===== src/design/gdr_pkg.sv =====
// Package for the Gregorian date register: types, action codes and calendar functions.
// Used by gdr_roll_unit and gregorian_date_register_core; depends on nothing else.
package gdr_pkg;

    // Action codes carried by the input transaction.
    localparam logic [2:0] ACT_SET_DATE  = 3'd0;
    localparam logic [2:0] ACT_SET_MONTH = 3'd1;
    localparam logic [2:0] ACT_SET_DAY   = 3'd2;
    localparam logic [2:0] ACT_SET_YEAR  = 3'd3;
    localparam logic [2:0] ACT_ADD_DAYS  = 3'd4;

    // Calendar constants.
    localparam logic [3:0]  MONTH_FIRST  = 4'd1;
    localparam logic [3:0]  MONTH_LAST   = 4'd12;
    localparam logic [4:0]  DAY_FIRST    = 5'd1;
    localparam logic [15:0] YEAR_RESET   = 16'd1900;
    localparam logic [8:0]  YEAR_LEN     = 9'd365;
    localparam logic [8:0]  YEAR_LEN_LP  = 9'd366;

    // Multiplicative inverse of 25 modulo 2**16, and the largest quotient y / 25.
    // A 16-bit y is a multiple of 25 exactly when y * INV25 (mod 2**16) <= DIV25_MAX.
    localparam logic [15:0] INV25        = 16'd23593;
    localparam logic [15:0] DIV25_MAX    = 16'd2621;

    // Working day count: day of month plus the signed delta.
    localparam int unsigned WDAY_W = 14;

    typedef enum logic [2:0] {
        ST_IDLE,
        ST_LEAP,
        ST_CHECK,
        ST_ROLL,
        ST_DONE
    } t_state;

    // One step of the month roll, handed from the roll unit to the sequencer.
    typedef struct packed {
        logic [3:0]               month;
        logic signed [WDAY_W-1:0] day;
        logic [15:0]              year;
        logic                     year_step;
        logic                     settled;
    } t_roll;

    // Leap rule: divisible by 4, and not by 100 unless by 400 (400 = 16 * 25).
    function automatic logic gdr_is_leap(input logic [15:0] y);
        logic [15:0] p;
        logic        div25;
        begin
            p     = y * INV25;
            div25 = (p <= DIV25_MAX);
            return (y[1:0] == 2'b00) && (!div25 || (y[3:0] == 4'b0000));
        end
    endfunction

    // Days in a month; zero for a month code outside 1..12.
    function automatic logic [4:0] gdr_month_len(input logic [3:0] m, input logic leap);
        begin
            unique case (m)
                4'd4, 4'd6, 4'd9, 4'd11: return 5'd30;
                4'd1, 4'd3, 4'd5, 4'd7, 4'd8, 4'd10, 4'd12: return 5'd31;
                4'd2: return leap ? 5'd29 : 5'd28;
                default: return 5'd0;
            endcase
        end
    endfunction

    // Days in the months before month m of a common year.
    function automatic logic [8:0] gdr_days_before(input logic [3:0] m);
        begin
            unique case (m)
                4'd1:    return 9'd0;
                4'd2:    return 9'd31;
                4'd3:    return 9'd59;
                4'd4:    return 9'd90;
                4'd5:    return 9'd120;
                4'd6:    return 9'd151;
                4'd7:    return 9'd181;
                4'd8:    return 9'd212;
                4'd9:    return 9'd243;
                4'd10:   return 9'd273;
                4'd11:   return 9'd304;
                4'd12:   return 9'd334;
                default: return 9'd0;
            endcase
        end
    endfunction

endpackage


===== src/design/gdr_roll_unit.sv =====
// Compare and add unit: one month step of the day roll, forward or backward.
// Depends on gdr_pkg for the month length table and the t_roll result type.
module gdr_roll_unit
    import gdr_pkg::*;
(
    input  logic [3:0]               i_month,
    input  logic signed [WDAY_W-1:0] i_day,
    input  logic [15:0]              i_year,
    input  logic                     i_leap,
    output t_roll                    o_roll
);

    logic [3:0]               m_prev;
    logic signed [WDAY_W-1:0] len_cur;
    logic signed [WDAY_W-1:0] len_prev;
    logic signed [WDAY_W-1:0] day_one;

    // Lengths of this month and of the one before, in the working year.
    always_comb begin
        m_prev   = (i_month <= MONTH_FIRST) ? MONTH_LAST : (i_month - 4'd1);
        len_cur  = signed'({{(WDAY_W-5){1'b0}}, gdr_month_len(i_month, i_leap)});
        len_prev = signed'({{(WDAY_W-5){1'b0}}, gdr_month_len(m_prev, i_leap)});
        day_one  = signed'({{(WDAY_W-5){1'b0}}, DAY_FIRST});
    end

    // Step one month toward the range 1..length, or report that the day has settled.
    always_comb begin
        o_roll.month     = i_month;
        o_roll.day       = i_day;
        o_roll.year      = i_year;
        o_roll.year_step = 1'b0;
        o_roll.settled   = 1'b0;
        priority if (i_day > len_cur) begin
            o_roll.day = i_day - len_cur;
            if (i_month >= MONTH_LAST) begin
                o_roll.month     = MONTH_FIRST;
                o_roll.year      = i_year + 16'd1;
                o_roll.year_step = 1'b1;
            end else begin
                o_roll.month = i_month + 4'd1;
            end
        end else if (i_day < day_one) begin
            // The month wraps first; December is 31 days in any year.
            o_roll.month = m_prev;
            o_roll.day   = i_day + len_prev;
            if (i_month <= MONTH_FIRST) begin
                o_roll.year      = i_year - 16'd1;
                o_roll.year_step = 1'b1;
            end
        end else begin
            o_roll.settled = 1'b1;
        end
    end

endmodule


===== src/design/gregorian_date_register_core.sv =====
// Top level of the Gregorian date register: date store, sequencer and result fields.
// Depends on gdr_pkg and instantiates gdr_roll_unit.
//
//  Channel  | Handshake               | Payload
//  ---------+-------------------------+-----------------------------------------------
//  input    | start, busy             | i_action, i_new_month, i_new_day, i_new_year,
//           |                         | i_day_delta
//  result   | o_valid (one cycle)     | o_cur_month, o_cur_day, o_cur_year, o_leap,
//           |                         | o_month_length, o_days_passed,
//           |                         | o_days_remaining, o_status
//
// A set transaction passes through leap lookup, check and result after acceptance.
// Adding days passes through leap lookup, then one step of the single month-step unit
// per month crossed plus a settling step, a leap lookup per year crossed, and result.
// busy stays high from acceptance through the result cycle.
// Reset (i_rst_n low, synchronous) restores the date 1-1-1900.
// The receiver cannot stall: o_valid is high for exactly one cycle per transaction.
module gregorian_date_register_core
    import gdr_pkg::*;
(
    input  logic               i_clk,
    input  logic               i_rst_n,
    input  logic               start,
    output logic               busy,
    input  logic [2:0]         i_action,
    input  logic [3:0]         i_new_month,
    input  logic [4:0]         i_new_day,
    input  logic [15:0]        i_new_year,
    input  logic signed [12:0] i_day_delta,
    output logic               o_valid,
    output logic [3:0]         o_cur_month,
    output logic [4:0]         o_cur_day,
    output logic [15:0]        o_cur_year,
    output logic               o_leap,
    output logic [4:0]         o_month_length,
    output logic [8:0]         o_days_passed,
    output logic [8:0]         o_days_remaining,
    output logic               o_status
);

    t_state                   r_state, n_state;
    logic [3:0]               r_month, n_month;
    logic [4:0]               r_day, n_day;
    logic [15:0]              r_year, n_year;
    logic                     r_leap, n_leap;
    logic                     r_status, n_status;
    logic [2:0]               r_act, n_act;
    logic [3:0]               r_wm, n_wm;
    logic signed [WDAY_W-1:0] r_wd, n_wd;
    logic [15:0]              r_wy, n_wy;
    logic                     r_wleap, n_wleap;

    t_roll                    roll;
    logic                     set_ok;
    logic signed [WDAY_W-1:0] day_sum;
    logic signed [WDAY_W-1:0] wlen;
    logic [8:0]               passed;

    gdr_roll_unit u_roll (
        .i_month (r_wm),
        .i_day   (r_wd),
        .i_year  (r_wy),
        .i_leap  (r_wleap),
        .o_roll  (roll)
    );

    // Validity of a set candidate held in the working registers.
    always_comb begin
        wlen   = signed'({{(WDAY_W-5){1'b0}}, gdr_month_len(r_wm, r_wleap)});
        set_ok = (r_wm >= MONTH_FIRST) && (r_wm <= MONTH_LAST)
              && (r_wd >= signed'(WDAY_W'(1))) && (r_wd <= wlen);
        day_sum = signed'({{(WDAY_W-5){1'b0}}, r_day})
                + WDAY_W'(i_day_delta);
    end

    // Sequencer: next state and register updates.
    always_comb begin
        n_state  = r_state;
        n_month  = r_month;
        n_day    = r_day;
        n_year   = r_year;
        n_leap   = r_leap;
        n_status = r_status;
        n_act    = r_act;
        n_wm     = r_wm;
        n_wd     = r_wd;
        n_wy     = r_wy;
        n_wleap  = r_wleap;
        unique case (r_state)
            ST_IDLE: begin
                if (start) begin
                    n_act    = i_action;
                    n_status = 1'b0;
                    n_wm     = r_month;
                    n_wd     = signed'({{(WDAY_W-5){1'b0}}, r_day});
                    n_wy     = r_year;
                    unique case (i_action)
                        ACT_SET_DATE: begin
                            n_wm = i_new_month;
                            n_wd = signed'({{(WDAY_W-5){1'b0}}, i_new_day});
                            n_wy = i_new_year;
                        end
                        ACT_SET_MONTH: n_wm = i_new_month;
                        ACT_SET_DAY:   n_wd = signed'({{(WDAY_W-5){1'b0}}, i_new_day});
                        ACT_SET_YEAR:  n_wy = i_new_year;
                        ACT_ADD_DAYS:  n_wd = day_sum;
                        default:       n_wd = signed'({{(WDAY_W-5){1'b0}}, r_day});
                    endcase
                    n_state = ST_LEAP;
                end
            end
            ST_LEAP: begin
                n_wleap = gdr_is_leap(r_wy);
                n_state = (r_act == ACT_ADD_DAYS) ? ST_ROLL : ST_CHECK;
            end
            ST_CHECK: begin
                if (r_act == ACT_SET_DATE || r_act == ACT_SET_MONTH
                        || r_act == ACT_SET_DAY || r_act == ACT_SET_YEAR) begin
                    if (set_ok) begin
                        n_month = r_wm;
                        n_day   = r_wd[4:0];
                        n_year  = r_wy;
                        n_leap  = r_wleap;
                    end else begin
                        n_status = 1'b1;
                    end
                end
                n_state = ST_DONE;
            end
            ST_ROLL: begin
                if (roll.settled) begin
                    n_month = r_wm;
                    n_day   = r_wd[4:0];
                    n_year  = r_wy;
                    n_leap  = r_wleap;
                    n_state = ST_DONE;
                end else begin
                    n_wm = roll.month;
                    n_wd = roll.day;
                    n_wy = roll.year;
                    // A new year needs its leap flag before the next step.
                    if (roll.year_step) begin
                        n_state = ST_LEAP;
                    end
                end
            end
            ST_DONE: begin
                n_state = ST_IDLE;
            end
            default: begin
                n_state = ST_IDLE;
            end
        endcase
    end

    // State and date registers.
    always_ff @(posedge i_clk) begin
        if (!i_rst_n) begin
            r_state  <= ST_IDLE;
            r_month  <= MONTH_FIRST;
            r_day    <= DAY_FIRST;
            r_year   <= YEAR_RESET;
            r_leap   <= 1'b0;
            r_status <= 1'b0;
        end else begin
            r_state  <= n_state;
            r_month  <= n_month;
            r_day    <= n_day;
            r_year   <= n_year;
            r_leap   <= n_leap;
            r_status <= n_status;
        end
    end

    // Working registers of the transaction in progress.
    always_ff @(posedge i_clk) begin
        r_act   <= n_act;
        r_wm    <= n_wm;
        r_wd    <= n_wd;
        r_wy    <= n_wy;
        r_wleap <= n_wleap;
    end

    // Result fields, derived from the stored date.
    always_comb begin
        passed = gdr_days_before(r_month)
               + {8'd0, (r_leap && (r_month > 4'd2))}
               + {4'd0, r_day};
    end

    assign busy             = (r_state != ST_IDLE);
    assign o_valid          = (r_state == ST_DONE);
    assign o_cur_month      = r_month;
    assign o_cur_day        = r_day;
    assign o_cur_year       = r_year;
    assign o_leap           = r_leap;
    assign o_month_length   = gdr_month_len(r_month, r_leap);
    assign o_days_passed    = passed;
    assign o_days_remaining = (r_leap ? YEAR_LEN_LP : YEAR_LEN) - passed;
    assign o_status         = r_status;

`ifndef SYNTHESIS
    // An accepted transaction keeps the block busy on the next cycle.
    a_accept_busy: assert property (@(posedge i_clk) disable iff (!i_rst_n)
        (start && !busy) |=> busy)
        else $error("block not busy after an accepted transaction");

    // A result strobe lasts exactly one cycle.
    a_valid_single: assert property (@(posedge i_clk) disable iff (!i_rst_n)
        o_valid |=> !o_valid)
        else $error("result strobe held longer than one cycle");

    // The stored leap flag always matches the stored year.
    a_leap_match: assert property (@(posedge i_clk) disable iff (!i_rst_n)
        r_leap == gdr_is_leap(r_year))
        else $error("stored leap flag out of step with the year");

    // The stored date is always a valid calendar date.
    a_date_valid: assert property (@(posedge i_clk) disable iff (!i_rst_n)
        (r_month >= MONTH_FIRST) && (r_month <= MONTH_LAST) && (r_day >= DAY_FIRST)
        && (r_day <= gdr_month_len(r_month, r_leap)))
        else $error("stored date is not a valid date");
`endif

endmodule


===== config.mk =====
export PLATFORM = sky130hd
export DESIGN_NAME = gregorian_date_register_core
export DESIGN_NICKNAME = d
export VERILOG_FILES = /design/src/design/gdr_pkg.sv /design/src/design/gdr_roll_unit.sv /design/src/design/gregorian_date_register_core.sv
export SDC_FILE = /design/constraint.sdc
export NUM_CORES = 1
export LEC_CHECK = 0
export ABC_AREA = 0
export ABC_CLOCK_PERIOD_IN_PS = 13900
export BUFFER_PORTS_ARGS = -buffer_cell sky130_fd_sc_hd__buf_2
export CAP_MARGIN = 25
export CORE_UTILIZATION = 43
export DETAILED_ROUTE_END_ITERATION = 10
export SETUP_SLACK_MARGIN = 0.1
export SYNTH_ARGS = -nofsm -noshare
export SYNTH_HDL_FRONTEND = slang
export SYNTH_SLANG_ARGS = --single-unit
export TNS_END_PERCENT = 10

===== constraint.sdc =====
create_clock -name i_clk -period 13.9 [get_ports i_clk]
set_clock_uncertainty 0.05 [all_clocks]
set_input_delay 2.78 -clock i_clk [delete_from_list [all_inputs] [get_ports i_clk]]
set_output_delay 2.78 -clock i_clk [all_outputs]
set_load 0.02 [all_outputs]

Word-level counts from Yosys, hierarchy flattened
Memory sizes are Yosys's and may differ from the RTL's. A register that Yosys moved wholly into a read port is not among the register bits. Index checks and enable logic that the tools add are counted.

Bits in read-only memories: 144. Input bits: 44. Bits in registers: 68. Memories kept: 1. Output and inout bits: 52.

$add $sub $neg: 10. Multiplexer cells: 53. Reduce and logical (&&, ||, !) cells: 34. $lt $le $gt $ge: 10. $mul: 1. Eq/ne operators: 58.

Memories: (no name shown) (words 16, width 9, rd ports 1, clocked after Yosys merged registers in 1, wr ports 0, line gdr_pkg.sv:71) `unique case (m)`.

Operators with widths (count): $mux W16 (6); $mux W35 (2); $pmux W16 S2 (2); $eq A4 B4 Y1 const B (15); $pmux W14 S2 (2); $eq A4 B3 Y1 const B (12); $pmux W5 S3 (3); $mux W4 (10); $mux W17 (2); $mux W14 (2); $eq A4 B2 Y1 const B (6); $reduce_or A7 Y1 (3); $eq A3 B2 Y1 const B (6); $add A16 B1 Y16 const B (1); $le A16 B12 Y1 const B (1); $mul A16 B15 Y16 const B (1); $pmux W4 S2 (2); $sub A16 B1 Y16 const B (1); $mux W5 (3); $add A14 B6 Y14 (1); $add A6 B13 Y14 (1); $ge A14 B2 Y1 const B (1); $gt A14 B6 Y1 (1); $le A14 B6 Y1 (1); 37 further kinds (81).

Depth between registers and ports, before layout
Gate-level depths: netlist of run 1.

Depth in word-level cells: 11. Depth in mapped cells: 22. Gate-level depth less buffers: 20.

By module
From an unflattened synthesis of run 1, not the netlist that was laid out.

Cell total of the unflattened synthesis: 952. Area, all modules: 8050.2 um2.

By module, submodules not included: gregorian_date_register_core (cells an instance 691, times used 1, seq. area each 1921.8 um2, area an instance 6327.3 um2); gdr_roll_unit (cells an instance 261, times used 1, seq. area each 0.0 um2, area an instance 1722.9 um2).

Worst setup path before layout of run 1
Ideal clock, no wire load.

Path kind: flip-flop to output port. Start point: register r_month[1] (netlist: o_cur_month[1]). End point: output o_days_remaining[7]. Required time: 11.070 ns. Arrival time: 3.329 ns. Buffers on the path: 1. Path slack: 7.741 ns. Stages on the path, launching flop included: 13. Cells stage by stage: dfxtp_1 clkbuf_1 a211oi_1 nor2_1 fa_1 fa_1 a21o_1 a21oi_1 nor2b_1 o21a_1 xor2_1 nand3_1 xnor2_1.

Word-level cells in the longest chain between the ends: 5.

RTL lines: start, declared (line gregorian_date_register_core.sv:42) `logic [3:0] r_month, n_month;`; start signal, assigned (line gregorian_date_register_core.sv:167) `r_month <= n_month;`; $gt A4 B2 Y1 (line gregorian_date_register_core.sv:187) `+ {8'd0, (r_leap && (r_month > 4'd2))}`; $logic_and A1 B1 Y1 (line gregorian_date_register_core.sv:187); $add A9 B1 Y9 (line gregorian_date_register_core.sv:187); $add A9 B5 Y9 (line gregorian_date_register_core.sv:188) `+ {4'd0, r_day};`; named net o_days_passed[6] (line gregorian_date_register_core.sv:36) `output logic [8:0] o_days_passed,`; $sub A9 B9 Y9 (line gregorian_date_register_core.sv:199) `assign o_days_remaining = (r_leap ? YEAR_LEN_LP : YEAR_LEN) - passed;`; end, declared (line gregorian_date_register_core.sv:37) `output logic [8:0] o_days_remaining,`.

The timed path passes the listed nets, and every way through them passes these cells.

Worst setup path in the final report of run 1
Start point: register r_month[3] (netlist: o_cur_month[3]). End point: output o_days_remaining[8].

Word-level cells in the longest chain between the ends: 5.

RTL lines (line): $gt A4 B2 Y1 (gregorian_date_register_core.sv:187); $logic_and A1 B1 Y1 (gregorian_date_register_core.sv:187); $add A9 B1 Y9 (gregorian_date_register_core.sv:187); $add A9 B5 Y9 (gregorian_date_register_core.sv:188); $sub A9 B9 Y9 (gregorian_date_register_core.sv:199).

No other way between the ends.

==> results of run 1 <==
-- cell usage after synthesis, types with 24 or more instances --
cell,instances
ha_1,101
nand2_1,100
inv_1,74
xnor2_1,63
nor2_1,46
a21oi_1,41
dfxtp_1,39
edfxtp_1,38
clkbuf_1,33
o21ai_0,28
fa_1,24
mux2i_1,24
-- per-layer routing --
| layer | vias up | GRT usage (%) | wire (µm) |
|---|---|---|---|
| li1 | 3376 | - | - |
| met1 | 3065 | 32.6 | 10100 |
| met2 | 191 | 34.4 | 8790 |
| met3 | 17 | 3.13 | 1180 |
| met4 | 0 | 5.74 | 252 |
| met5 | - | 0 | 0 |
-- metrics by stage --
step / instance area, µm² / cells / util, %
3_5_place_dp: 8480 / 1187 / 47.2
3_3_place_gp: 8480 / 1187 / 47.2
4_1_cts: 8780 / 1203 / 48.9
2_1_floorplan: 7860 / 899 / -
5_1_grt: 8800 / 1204 / 49.0
6_report: 8800 / 1204 / 49.0
-- area by class of cell --
class / instances / area, µm² / area share, %
clock buffers: 9 / 225 / 2.56
clock inverters: 7 / 73.8 / 0.839
inverters: 75 / 282 / 3.20
multi-input cells: 704 / 5460 / 62.1
flip-flops and latches: 77 / 1920 / 21.8
well taps: 229 / 287 / 3.26
repair buffers: 103 / 548 / 6.23
-- power breakdown --
part / total (W) / switching [W] / leakage [nW] / internal, W
combinational: 0.000543 / 0.000294 / 3.07 / 0.000249
clock: 0.000244 / 0.000105 / 0.146 / 0.000140
sequential: 0.000285 / 0.0000282 / 0.675 / 0.000256
-- path summary, 6_finish.rpt --
path	from	to	slack (ns)	cells after the start
hold / removal	o_cur_year[13]	o_cur_year[13]	0.43	2
hold reg to reg	o_cur_year[13]	o_cur_year[13]	0.43	2
setup reg to reg	r_wm[0]	flip-flop	8.16	19
setup / recovery	o_cur_month[3]	o_days_remaining[8]	7.63	10
-- logic make-up after synthesis --
group                    count (synthesis)
AND/OR/NAND/NOR                        258
AO/OA/AOI/OAI                          209
adder cells (fa/ha/maj)                125
buffers and inverters                  118
XOR/XNOR                                83
flip-flops                              77
multiplexers                            29
-- critical path, cell delays in order (launching register included) --
cell and delay [ns]:
dfxtp_1 0.44, a211oi_1 0.24, nor2_1 0.08, fa_1 0.41
fa_1 0.50, fa_1 0.45, and3_1 0.18, or2_2 0.28
a31oi_1 0.19, xor2_1 0.14, buf_2 0.17
==> impl_metrics.yaml, run 1 <==
status:
  run_status: "complete, no violations"
logic_synthesis:
  yosysUniqueCellTypes: 72
  ys.warnings.count: 0
  syn_inst: 899
  synthAdderAreaFrac_pct: 22.2
  syn_area_per_cell_um2: 8.74
  synth_top_area_share_pct: 16.1
  synth_xor_area_share_pct: 9.25
  synth_edf_count: 38
  synth_seq_cells: 77
  syn_nets: 1068
  synth-compound-area-share_pct: 18.3
  yosys.area.top_type: "ha_1"
  synthMuxAreaShare_pct: 3.92
  synthSimpleGateAreaFrac_pct: 15.8
  yosysSeqAreaShare_pct: 24.5
  synthFlopType: "dfxtp_1"
  ys_top_cells_by_area: "ha_1, edfxtp_1, dfxtp_1, xnor2_1, fa_1"
  synth_top_family_by_area: "adder cells"
  async_flop_share_pct: 0
  syn-cell-area_um2: 7860
pwr:
  power_w: 0.00107
  ir_worst_vdd_mv: 0.0701
  p_per_area_nw_per_um2: 122
  power_leakage_nw: 3.89
placement:
  port_buffers: 95
  routabilityCongestion: 0.827
  dp_slack_ns: 7.98
  dp_hpwl_mm: 15.2
clock_tree:
  htree_num_levels: 3
  root_buffer: "clkbuf_16"
  clk_path_buf_depth: 2
  clkLatencyLatePin_ns: 0.35
  ctsHoldBuffers: 0
  numCtsBuffers: 9
  clk_pin_slew_ns: 0.06
  cts_tree: "yes"
  post_cts_resized: 0
  clock_sinks: 77
  post_cts_buffers: 0
finish:
  n_fill_cell: 1796
  n_antenna_cell: 0
  drive_above_1_share_pct: 13.6
  syn_to_final_growth_pct: 12.0
  mostFrequentLayoutCells: "ha_1, nand2_1, buf_2"
  final_common_cell: "ha_1"
  final_nets: 1139
routing:
  wl_per_cell_um: 16.9
  remaining_drc_errors: 0
  drtPass1Iterations: 7
  via_per_inst: 5.52
  ant_nets: 0
  num_vias: 6649
  drt_first_iter_violations: 443
  wl_mm: 20.3
sta:
  slew_headroom_pct: 27.9
  rsz0062_at_grt: "no"
  setup_viol: 0
  finalWorstSetupSlack_ns: 7.63
  fin_tns_setup_ns: 0
  timing.final.crit_share_pct: 45.1
  drv_slew: 0
  min_period_ns: 6.27
  hold-worst-slack_ns: 0.432
  worstMarginPinSlew_ns: 1.08
  final-hold-violation-count: 0
  max_freq_ghz: 0.159
grt:
  grtUsageTotal_pct: 22.3
  grt_first_pass_wirelength_mm: 32.1
  antenna_found_initial: 0
  grt_max_degree: 53
  grt_pass1_vias: 6025
  grt.overflow.total: 0
floorplanning:
  die_width_um: 137
  core_area_um2: 18000
  die_h_um: 137
  ioPinCount: 96
  start_util_pct: 43.7
  num_rows: 49
  die-area_um2: 18800
worst_hold_path:
  min_path_type: "flip-flop to flip-flop"
worst_setup_path:
  required_ns: 11.07
  cp_max_fo: 13
  cp_data_arrival_time_ns: 3.44
  crit_type: "flip-flop to output pin"
  start_kind: "flip-flop"
  endpoint_kind: "output pin"
job:
  drv_cap: 0
(Power assumes the default switching activity.)
==> inputs of run 2 (changes only) <==
- ABC_CLOCK_PERIOD_IN_PS: 13900 -> 5500
- clock period: 13.9 -> 5.5 ns (I/O delays scaled with it)
==> run 2 against run 1 <==
Count of clock-buffer cells in the layout unchanged; clock power increased to 2.7 times the previous value; die area unchanged; first-iteration DRC count decreased by 0.45%; cell count increased by 0.58%; via count increased by 1.4%; highest routed layer unchanged; design area increased by 0.94%; sequential share of layout area decreased by 0.20 points; wire length increased by 0.64%; critical path depth increased by 11; combinational power increased to 2.5 times the previous value; register-to-register slack got worse by 7.6 ns.
==> impl_metrics.yaml, run 2 (synthesis gave the netlist of run 1 again) <==
sta:
  hold-worst-slack_ns: 0.430
  slew_headroom_pct: 33.9
  setup_viol: 0
  worstMarginPinSlew_ns: 0.991
  timing.final.crit_share_pct: 89.5
  fin_tns_setup_ns: 0
  max_freq_ghz: 0.203
  rsz0062_at_grt: "no"
  final-hold-violation-count: 0
  drv_slew: 0
  min_period_ns: 4.92
finish:
  n_antenna_cell: 0
  n_fill_cell: 1763
  regArea_um2: 1920
  syn_to_final_growth_pct: 13.0
  multi_input_area_um2: 5460
  final_common_cell: "ha_1"
  final_util_pct: 49.5
  drive_above_1_share_pct: 14.3
  mostFrequentLayoutCells: "ha_1, nand2_1, buf_2"
  final_nets: 1146
worst_setup_path:
  endpoint_kind: "flip-flop"
  start_kind: "flip-flop"
  reg2reg_slack_ns: 0.58
  crit_type: "flip-flop to flip-flop"
  required_ns: 5.73
  r2r_start: "r_wm[0]"
  cp_max_fo: 23
  cp_data_arrival_time_ns: 5.15
  reg2regPathDepth: 21
grt:
  grtUsageTotal_pct: 22.7
  grt_max_degree: 53
  grt.overflow.total: 0
  grt_pass1_vias: 6244
  grt_first_pass_wirelength_mm: 32.7
  antenna_found_initial: 0
clock_tree:
  clkLatencyLatePin_ns: 0.36
  post_cts_buffers: 0
  clk_pin_slew_ns: 0.06
  cts_tree: "yes"
  numCtsBuffers: 9
  clk_path_buf_depth: 2
  ctsHoldBuffers: 0
  post_cts_resized: 0
  root_buffer: "clkbuf_16"
  clock_sinks: 77
  htree_num_levels: 3
floorplanning:
  core_area_um2: 18000
  start_util_pct: 43.7
  die_h_um: 137
  die-area_um2: 18800
  ioPinCount: 96
  num_rows: 49
  die_width_um: 137
pwr:
  power_leakage_nw: 3.94
  ir_worst_vdd_mv: 0.220
  p_per_area_nw_per_um2: 309
placement:
  routabilityCongestion: 0.861
  port_buffers: 95
  dp_hpwl_mm: 15.6
routing:
  drt_first_iter_violations: 441
  num_vias: 6741
  remaining_drc_errors: 0
  wl_mm: 20.4
  via_per_inst: 5.57
  ant_nets: 0
  drtPass1Iterations: 5
  wl_per_cell_um: 16.9
worst_hold_path:
  worstHoldStart: "o_cur_year[10]"
  worstHoldPathCells: 2
  min_to: "o_cur_year[10]"
  min_path_type: "flip-flop to flip-flop"
status:
  run_status: "complete, no violations"
job:
  drv_cap: 0
## run 2: cell types whose count changed in the layout (fill, tap and decap cells not counted)
cell / delta
buf_12: -1
buf_16: +1
buf_4: +7
bufinv_16: +1
clkinv_4: -2
clkinvlp_4: -1
inv_6: +2
## run 2: worst max path at each step
stage	startpoint	end	slack, ns	cells past startpoint
global route	r_wm[0]	flip-flop	0.20	21
CTS	r_wm[0]	flip-flop	0.60	21
global placement	r_wm[0]	flip-flop	0.79	21
finish	r_wm[0]	flip-flop	0.58	21
detailed placement	r_wm[0]	flip-flop	0.65	21
floorplan	r_wm[0]	r_wy[0]	0.29	16
## run 2: final cells by class
class,instances,share of cell area (%)
clock buffer,9,2.54
inverter,75,3.17
timing repair buffer,110,6.85
sequential,77,21.6
tap,229,3.23
multi-input combinational,704,61.5
clock inverter,7,1.08
## run 2: critical path, stage by stage (launching register included)
cell      delay, ns
edfxtp_1       0.62
inv_1          0.16
ha_1           0.28
or3_1          0.31
a21oi_1        0.16
nor2_1         0.10
a21oi_1        0.27
ha_1           0.35
nor2b_1        0.17
o31a_1         0.28
o22ai_1        0.13
buf_4          0.17
and3_1         0.21
buf_4          0.33
mux2i_1        0.27
nand2_1        0.13
inv_1          0.16
ha_1           0.24
nand2_1        0.08
o211ai_1       0.13
nand3_1        0.10
a21boi_1       0.14
## run 2: where the power goes
part / internal (W) / switching [W] / total (W)
Clock: 0.000401 / 0.000267 / 0.000668
Combinational: 0.000631 / 0.000728 / 0.00136
Sequential: 0.000647 / 0.0000692 / 0.000716
## run 2: per-layer routing
metal / GRT usage [%] / wire length (µm) / vias up
li1: - / - / 3380
met1: 32.7 / 10300 / 3137
met2: 34.8 / 8720 / 197
met3: 2.98 / 1050 / 27
met4: 7.57 / 399 / 0
met5: 0 / 0 / -
## run 2: metrics by stage
step           power (W)  instance area, µm²  instances  setup WS [ns]
5_1_grt          0.00300                8880       1211          0.199
3_3_place_gp     0.00207                8530       1193          0.789
3_5_place_dp     0.00208                8530       1193          0.654
4_1_cts          0.00277                8850       1209          0.605
2_1_floorplan    0.00178                7860        899          0.291
6_report         0.00274                8880       1211          0.577
